==> src/rtl/core/circle_triangle_overlap_defines.svh <==
// Assertion macros shared by the RTL.
`ifndef CIRCLE_TRIANGLE_OVERLAP_DEFINES_SVH
`define CIRCLE_TRIANGLE_OVERLAP_DEFINES_SVH

`ifndef SYNTH
`define CTOV_ASSERT_IMP(lbl, clk, rst_n, ante, cons) \
  lbl: assert property (@(posedge clk) disable iff (!rst_n) (ante) |-> (cons)) \
    else $error("assertion failed");
`define CTOV_ASSERT_NXT(lbl, clk, rst_n, ante, cons) \
  lbl: assert property (@(posedge clk) disable iff (!rst_n) (ante) |=> (cons)) \
    else $error("assertion failed");
`else
`define CTOV_ASSERT_IMP(lbl, clk, rst_n, ante, cons)
`define CTOV_ASSERT_NXT(lbl, clk, rst_n, ante, cons)
`endif

`endif

==> src/rtl/core/ctov_pkg.sv <==
package ctov_pkg;

  localparam int NUM_STAGES = 6;

  typedef struct packed {
    logic [NUM_STAGES-1:0] ld;
    logic [NUM_STAGES-1:0] vld;
  } ctov_ctl_t;

endpackage

==> src/rtl/core/ctov_ctrl.sv <==
`include "circle_triangle_overlap_defines.svh"

module ctov_ctrl (
  input  logic                clk_i,
  input  logic                rst_ni,
  input  logic                in_valid_i,
  output logic                in_ready_o,
  output logic                out_valid_o,
  input  logic                out_ready_i,
  output ctov_pkg::ctov_ctl_t ctl_o
);

  localparam int NS = ctov_pkg::NUM_STAGES;

  logic [NS-1:0] vld_q, vld_d, ld;
  logic          run_q;
  logic          in_fire, out_fire;

  // a stage may load when empty or when its content moves on
  always_comb begin
    ld[NS-1] = !vld_q[NS-1] || out_ready_i;
    for (int k = NS - 2; k >= 0; k--) begin
      ld[k] = !vld_q[k] || ld[k+1];
    end
  end

  assign in_ready_o  = ld[0] && run_q;
  assign in_fire     = in_valid_i && in_ready_o;
  assign out_valid_o = vld_q[NS-1];
  assign out_fire    = out_valid_o && out_ready_i;

  always_comb begin
    vld_d    = vld_q;
    vld_d[0] = ld[0] ? in_fire : vld_q[0];
    for (int k = 1; k < NS; k++) begin
      if (ld[k]) begin
        vld_d[k] = vld_q[k-1];
      end
    end
  end

  always_ff @(posedge clk_i or negedge rst_ni) begin
    if (!rst_ni) begin
      vld_q <= '0;
      run_q <= 1'b0;
    end else begin
      vld_q <= vld_d;
      run_q <= 1'b1;
    end
  end

  assign ctl_o.ld  = ld;
  assign ctl_o.vld = vld_q;

  `CTOV_ASSERT_NXT(a_req_enters, clk_i, rst_ni, in_fire, vld_q[0])
  `CTOV_ASSERT_NXT(a_occupancy, clk_i, rst_ni, 1'b1, $countones(vld_q) == $past($countones(vld_q)) + int'($past(in_fire)) - int'($past(out_fire)))
  `CTOV_ASSERT_NXT(a_mid_hold, clk_i, rst_ni, vld_q[2] && !ld[2], vld_q[2])
  `CTOV_ASSERT_IMP(a_stall_back, clk_i, rst_ni, !ld[0], vld_q[NS-1] && !out_ready_i)

endmodule

==> config.mk <==
export PLATFORM = sky130hd
export DESIGN_NAME = ctov_ctrl
export DESIGN_NICKNAME = d
export VERILOG_FILES = /design/src/rtl/core/ctov_pkg.sv /design/src/rtl/core/ctov_ctrl.sv
export VERILOG_INCLUDE_DIRS = /design/src /design/src/rtl/core
export SDC_FILE = /design/constraint.sdc
export NUM_CORES = 1
export LEC_CHECK = 0
export ABC_AREA = 1
export BUFFER_PORTS_ARGS = -buffer_cell sky130_fd_sc_hd__buf_2
export CORE_AREA = 2 2 39 41
export CTS_CLUSTER_SIZE = 28
export DETAILED_ROUTE_END_ITERATION = 8
export DIE_AREA = 0 0 41 43
export PLACE_DENSITY = 0.48
export SLEW_MARGIN = 20
export SYNTH_ARGS = -nofsm -noshare
export SYNTH_HDL_FRONTEND = slang
export SYNTH_SLANG_ARGS = --single-unit
==> constraint.sdc <==
create_clock -name clk_i -period 0.9 [get_ports clk_i]
set_input_delay 0.045 -clock clk_i [delete_from_list [all_inputs] [get_ports clk_i]]
set_output_delay 0.045 -clock clk_i [all_outputs]
set_load 0.03 [all_outputs]
==> results of run 1 <==
## metal layers
| layer | global-route usage | vias to the layer above | routed length (um) |
|---|---|---|---|
| met5 | 0 | - | 0 |
| met3 | 0.0785 | 3 | 92 |
| met4 | 0.0800 | 0 | 30 |
| met1 | 0.115 | 143 | 253 |
| met2 | 0.194 | 20 | 416 |
| li1 | - | 148 | - |
## logic make-up after synthesis
family	synth area share
DFF	0.579
and+or+nand+nor	0.298
other	0.0124
buffers and inverters	0.112
## final cells by class
type                    count  area share
clock buffers               4      0.0418
flip-flops and latches      7       0.289
repair buffers             29       0.418
well taps                  16      0.0319
multi-input cells          15       0.177
inverters                   7      0.0418
## sequential cells by signal, summed over array words and instances, names as in the netlist
name   cells
vld_q      6
run_q      1
## critical path, delay by kind of cell, from the launching register on
kind | cells | cell delay, ps
flip-flops | 1 | 380
AND/OR/NAND/NOR | 4 | 450
buffers and inverters | 2 | 150
## power by group through the flow
stage / clock network (uW) / logic [uW] / registers [uW]
2_1_floorplan: 0 / 93.7 / 435
3_3_place_gp: 0 / 216 / 382
4_1_cts: 315 / 314 / 378
6_report: 298 / 326 / 379
5_1_grt: 331 / 353 / 383
3_5_place_dp: 0 / 217 / 382
## final timing paths
path | cells past startpoint | endpoint | slack [ps] | startpoint
max reg2reg | 5 | vld_q[0]$_DFFE_PN0P_ | -110 | vld_q[4]$_DFFE_PN0P_
min reg2reg | 2 | vld_q[0]$_DFFE_PN0P_ | 490 | run_q$_DFF_PN0_
max in group asynchronous | 2 | vld_q[1]$_DFFE_PN0P_ | 560 | rst_ni
min in group asynchronous | 2 | vld_q[3]$_DFFE_PN0P_ | 160 | rst_ni
min | 4 | vld_q[5]$_DFFE_PN0P_ | 110 | out_ready_i
max | 6 | in_ready_o | -400 | vld_q[4]$_DFFE_PN0P_
## metrics by stage
step                      worst slack (ps)  area [um^2]  hold slack, ps  total power, uW
after global routing                  -477          628             133             1070
after global placement                -186          430            -108              599
after floorplan                       -379          318            -251              529
after detailed placement              -180          430            -109              599
final                                 -396          628             111             1000
after CTS                             -411          609             105             1010
## layout by cell type, fill, tap and decap left out, drive strengths merged
cell and n:
buf 27, nand2 9, dfrtp 7, inv 7, clkbuf 4, dlygate4sd3 2
nand3 2, nor2 1, nand4 1, or2 1, conb 1
## repair_timing
item                       in CTS  in global routing
resized for setup              30                  3
setup endpoints to repair      16                 19
pin swaps                       3                  0
hold endpoints to repair        8                  0
setup buffers                   6                  2
hold buffers                    2                  0
==> impl_metrics.tcl, run 1 <==
set metrics [dict create \
    outcome "finished, violations left" \
    violations "setup timing" \
    synth_area_leaders "dfrtp_1 (58%), nand2_1 (9.9%), inv_1 (8.7%), nand4_4 (7.0%), nor2_4 (3.7%)" \
    clk_latency_ps 260 \
    synthArstFlopShare 1.00 \
    cp.arrival_ps 1250 \
    grt.overflow.total 0 \
    yosys.area.top_type "dfrtp_1" \
    dieArea_um2 1760 \
    min_period_ps 1300 \
    cts-buffers-inserted 3 \
    grt_max_degree 8 \
    leakagePower_uw 0.000325 \
    core_area_um2 1380 \
    p_int_uw 672 \
    io_pins 18 \
    worstSetupEndpointType "output port" \
    start_util 0.219 \
    finalCoreUtilization 0.454 \
    track_usage 0.125 \
    place_inst 64 \
    grt_pass1_wl_mm 1.33 \
    synth-edff-count 0 \
    ant_nets 0 \
    setup_viol 15 \
    seq_area_um2 181 \
    crit_chain "nand3_4, nor2_4, nand4_4, nand2_2, inv_2, buf_6" \
    vias 314 \
    final_hold_viol_count 0 \
    path_clk_slew_ps 50 \
    cts_tree "built" \
    synth_most_common_cell "nand2_1" \
    cts_max_level 1 \
    synthDominantCellAreaShare 0.579 \
    peakVddDrop_mv 0.802 \
    worstSetupPathType "flop to output port" \
    place.port_buffers 17 \
    viasPerCell 4.03 \
    layout-drive-gt1-share 0.742 \
    synth_seq_area_share 0.579 \
    ys_top_cells_by_count "nand2_1 (8), dfrtp_1 (7), inv_1 (7)" \
    gp_congestion 0.588 \
    slowest_stage "dfrtp_2" \
    drc 0 \
    grt_pass1_vias 333 \
    final_nets 67 \
    rows 14 \
    wl_per_cell_um 10.2 \
    diodes 0 \
    fmax_ghz 0.771 \
    sw_frac_of_total 0.329 \
    n_fill_cell 138 \
    setup_slack_ps -396 \
    synth_area_um2 303 \
    clkPwrFrac 0.297 \
    synth_nets 34 \
    fin_crit_sh 1.44 \
    critPathMaxFanout 5 \
    stdcell_count 78 \
    cap_viol_max_count 0 \
    critPathRequiredTime_ps 850 \
    rsz0062_at_grt "yes" \
    finalClockSkew_ps 2.11 \
    antenna_found_initial 0 \
    slew_violations 0 \
    p_sw_uw 330 \
    fin_tns_setup_ps -2990 \
    hp-class "input pin to flop" \
    cts-root-buf "clkbuf_4" \
    area_delta_synth_final_pct 107 \
    synthCells 30 \
    start_kind "flop" \
    seq_power_share 0.378 \
    chipWidth_um 41 \
    detailedRoute.firstPassIterationCount 1 \
    hpwl_um 461 \
    ys_seq_elements 7 \
    ys_warn_count 0 \
    multiInputGateArea_um2 111 \
    routed_wl_um 793 \
    clock_path_buffers 2 \
    syn_area_per_cell_um2 10.1 \
    clock_sinks 7 \
    power.density_nw_per_um2 1600 \
    drtIter0Drc 0 \
    pwr-share-comb 0.325 \
    max_stage_delay_ps 380 \
    ys_types 11 \
    die_height_um 43 \
    ys.flop_type "dfrtp_1" \
]
Note: power is estimated with default switching activity, not from simulation.
==> inputs of run 2 (changes only) <==
==> constraint.sdc (replaced) <==
create_clock -name clk_i -period 1.05 [get_ports clk_i]
set_input_delay 0.105 -clock clk_i [delete_from_list [all_inputs] [get_ports clk_i]]
set_output_delay 0.105 -clock clk_i [all_outputs]
set_load 0.03 [all_outputs]
==> run 2 against run 1 <==
The run still ends with setup timing left. Largest cell class is now flip-flops and latches. Sequential share of layout area grew 5.6 points. Global-route usage shrank 4.7 points. Clock power down 18%. Setup slack improved by 130 ps. Critical path type unchanged.
==> impl_metrics.tcl, run 2 (synthesis results as in run 1) <==
set metrics [dict create \
    reg.largest.list "vld_q: 6 flops, run_q: 1 flops" \
    grtUsageMet3 0.0471 \
    gp_congestion 0.608 \
    clk_latency_ps 250 \
    dieArea_um2 1760 \
    ant_nets 0 \
    grt_pass1_wl_um 890 \
    p_sw_uw 259 \
    largest_reg_flops 6 \
    rows 14 \
    worstSetupEndpointType "output port" \
    worst-path-buf-inv 2 \
    cts_tree "built" \
    grt_use_met2 0.106 \
    wl_per_cell_um 8.19 \
    start_util 0.219 \
    fin_crit_sh 1.25 \
    setup_slack_ps -267 \
    slew_violations 0 \
    place.port_buffers 17 \
    hp-class "input pin to flop" \
    p_int_uw 536 \
    min_period_ps 1320 \
    cts-root-buf "clkbuf_4" \
    crit_chain "nand3_4, nor2_4, nand4_4, nand2_2, inv_2, buf_6" \
    grt_max_degree 8 \
    final_nets 59 \
    pwr-share-comb 0.289 \
    stdcell_count 70 \
    cpLargestDelayFamily "simple AND/OR/NAND/NOR gates" \
    place_inst 64 \
    top_usage_layer "met2" \
    layout-drive-gt1-share 0.593 \
    regMostFlops "vld_q" \
    max_stage_delay_ps 380 \
    vias 258 \
    detailedRoute.firstPassIterationCount 1 \
    slowest_stage "dfrtp_2" \
    core_area_um2 1380 \
    fmax_ghz 0.759 \
    final_cell_mix "buf_2 (9), nand2_1 (8), buf_6 (7)" \
    setup_viol 7 \
    cap_viol_max_count 0 \
    finalClockSkew_ps 2.36 \
    area_delta_synth_final_pct 70.2 \
    track_usage 0.0787 \
    clock_path_buffers 2 \
    clock_sinks 7 \
    fin_tns_setup_ps -1220 \
    worst-path-stages 6 \
    diodes 0 \
    gr-usage-met1 0.0948 \
    cp.arrival_ps 1210 \
    hpwl_um 443 \
    seq_power_share 0.403 \
    die_height_um 43 \
    sw_frac_of_total 0.326 \
    drc 0 \
    path_clk_slew_ps 50 \
    drtIter0Drc 0 \
    holdPathStages 3 \
    peakVddDrop_mv 0.566 \
    clkPwrFrac 0.309 \
    worstSetupPathType "flop to output port" \
    layout_commonest_cell "buf_2" \
    leakagePower_uw 0.000280 \
    power.density_nw_per_um2 1540 \
    viasPerCell 3.69 \
    cts-buffers-inserted 3 \
    grt.overflow.total 0 \
    violations "setup timing" \
    cts_max_level 1 \
    critPathRequiredTime_ps 940 \
    final_hold_viol_count 0 \
    chipWidth_um 41 \
    grt_pass1_vias 237 \
    outcome "finished, violations left" \
    start_kind "flop" \
    routed_wl_um 573 \
    io_pins 18 \
    r2r_cells 3 \
    antenna_found_initial 0 \
    finalCoreUtilization 0.373 \
    critPathMaxFanout 5 \
    rsz0062_at_grt "yes" \
]
## run 2: cell count changes in the layout (fill, tap and decap cells not counted)
cell / change
nand2_2: -2
buf_6: -7
buf_4: -4
buf_2: +4
dfrtp_2: -3
nand3_1: +1
inv_1: +1
dfrtp_1: +3
inv_2: -1
dlygate4sd3_1: -1
nand3_2: -1
nand2_1: +2
## run 2: timing repair
| action | 4_1_cts | 5_1_grt |
|---|---|---|
| pin swaps | 1 | 1 |
| hold buffers | 1 | 0 |
| endpoints found under the setup margin | 10 | 10 |
| gates cloned | 0 | 0 |
| setup buffers | 1 | 0 |
| gates resized for setup | 17 | 0 |
| hold endpoints to repair | 7 | 0 |
## run 2: metal layers
layer	vias up	share of wire
met3	0	0.098
met2	14	0.48
met1	110	0.42
met4	0	0
li1	134	-
met5	-	0
## run 2: layout make-up
cell class	count	area (um^2)
flip-flops and latches	7	178
inverters	7	26.3
fillers	143	868
repair buffers	21	164
well taps	16	20.0
multi-input cells	15	101
clock buffers	4	26.3
## run 2: metrics by stage
step	power (uW)	instance area, um^2	setup WS (ps)	hold slack [ps]
floorplan	452	313	-285	-191
global placement	513	425	-36.2	-50.7
detailed placement	514	425	-42.9	-47.6
CTS	807	515	-309	42.3
global route	838	515	-352	65.0
finish	794	515	-267	51.7
## run 2: worst min-delay path: stages
cell	delay, ps
buf_2	70
nand2_1	40
nand2_1	40
## run 2: final timing paths
kind / start / to / slack (ps)
max in group asynchronous: rst_ni / vld_q[5]$_DFFE_PN0P_ / 660
min in group asynchronous: rst_ni / vld_q[3]$_DFFE_PN0P_ / 210
max reg2reg: vld_q[4]$_DFFE_PN0P_ / vld_q[3]$_DFFE_PN0P_ / 100
min: in_valid_i / vld_q[0]$_DFFE_PN0P_ / 50
max: vld_q[4]$_DFFE_PN0P_ / in_ready_o / -270
min reg2reg: run_q$_DFF_PN0_ / vld_q[0]$_DFFE_PN0P_ / 490
## run 2: power by group through the flow
stage	clock [uW]	sequential [uW]	combinational (uW)
2_1_floorplan	0	372	79.2
3_3_place_gp	0	325	188
3_5_place_dp	0	325	189
4_1_cts	254	320	232
5_1_grt	268	323	247
6_report	245	320	229
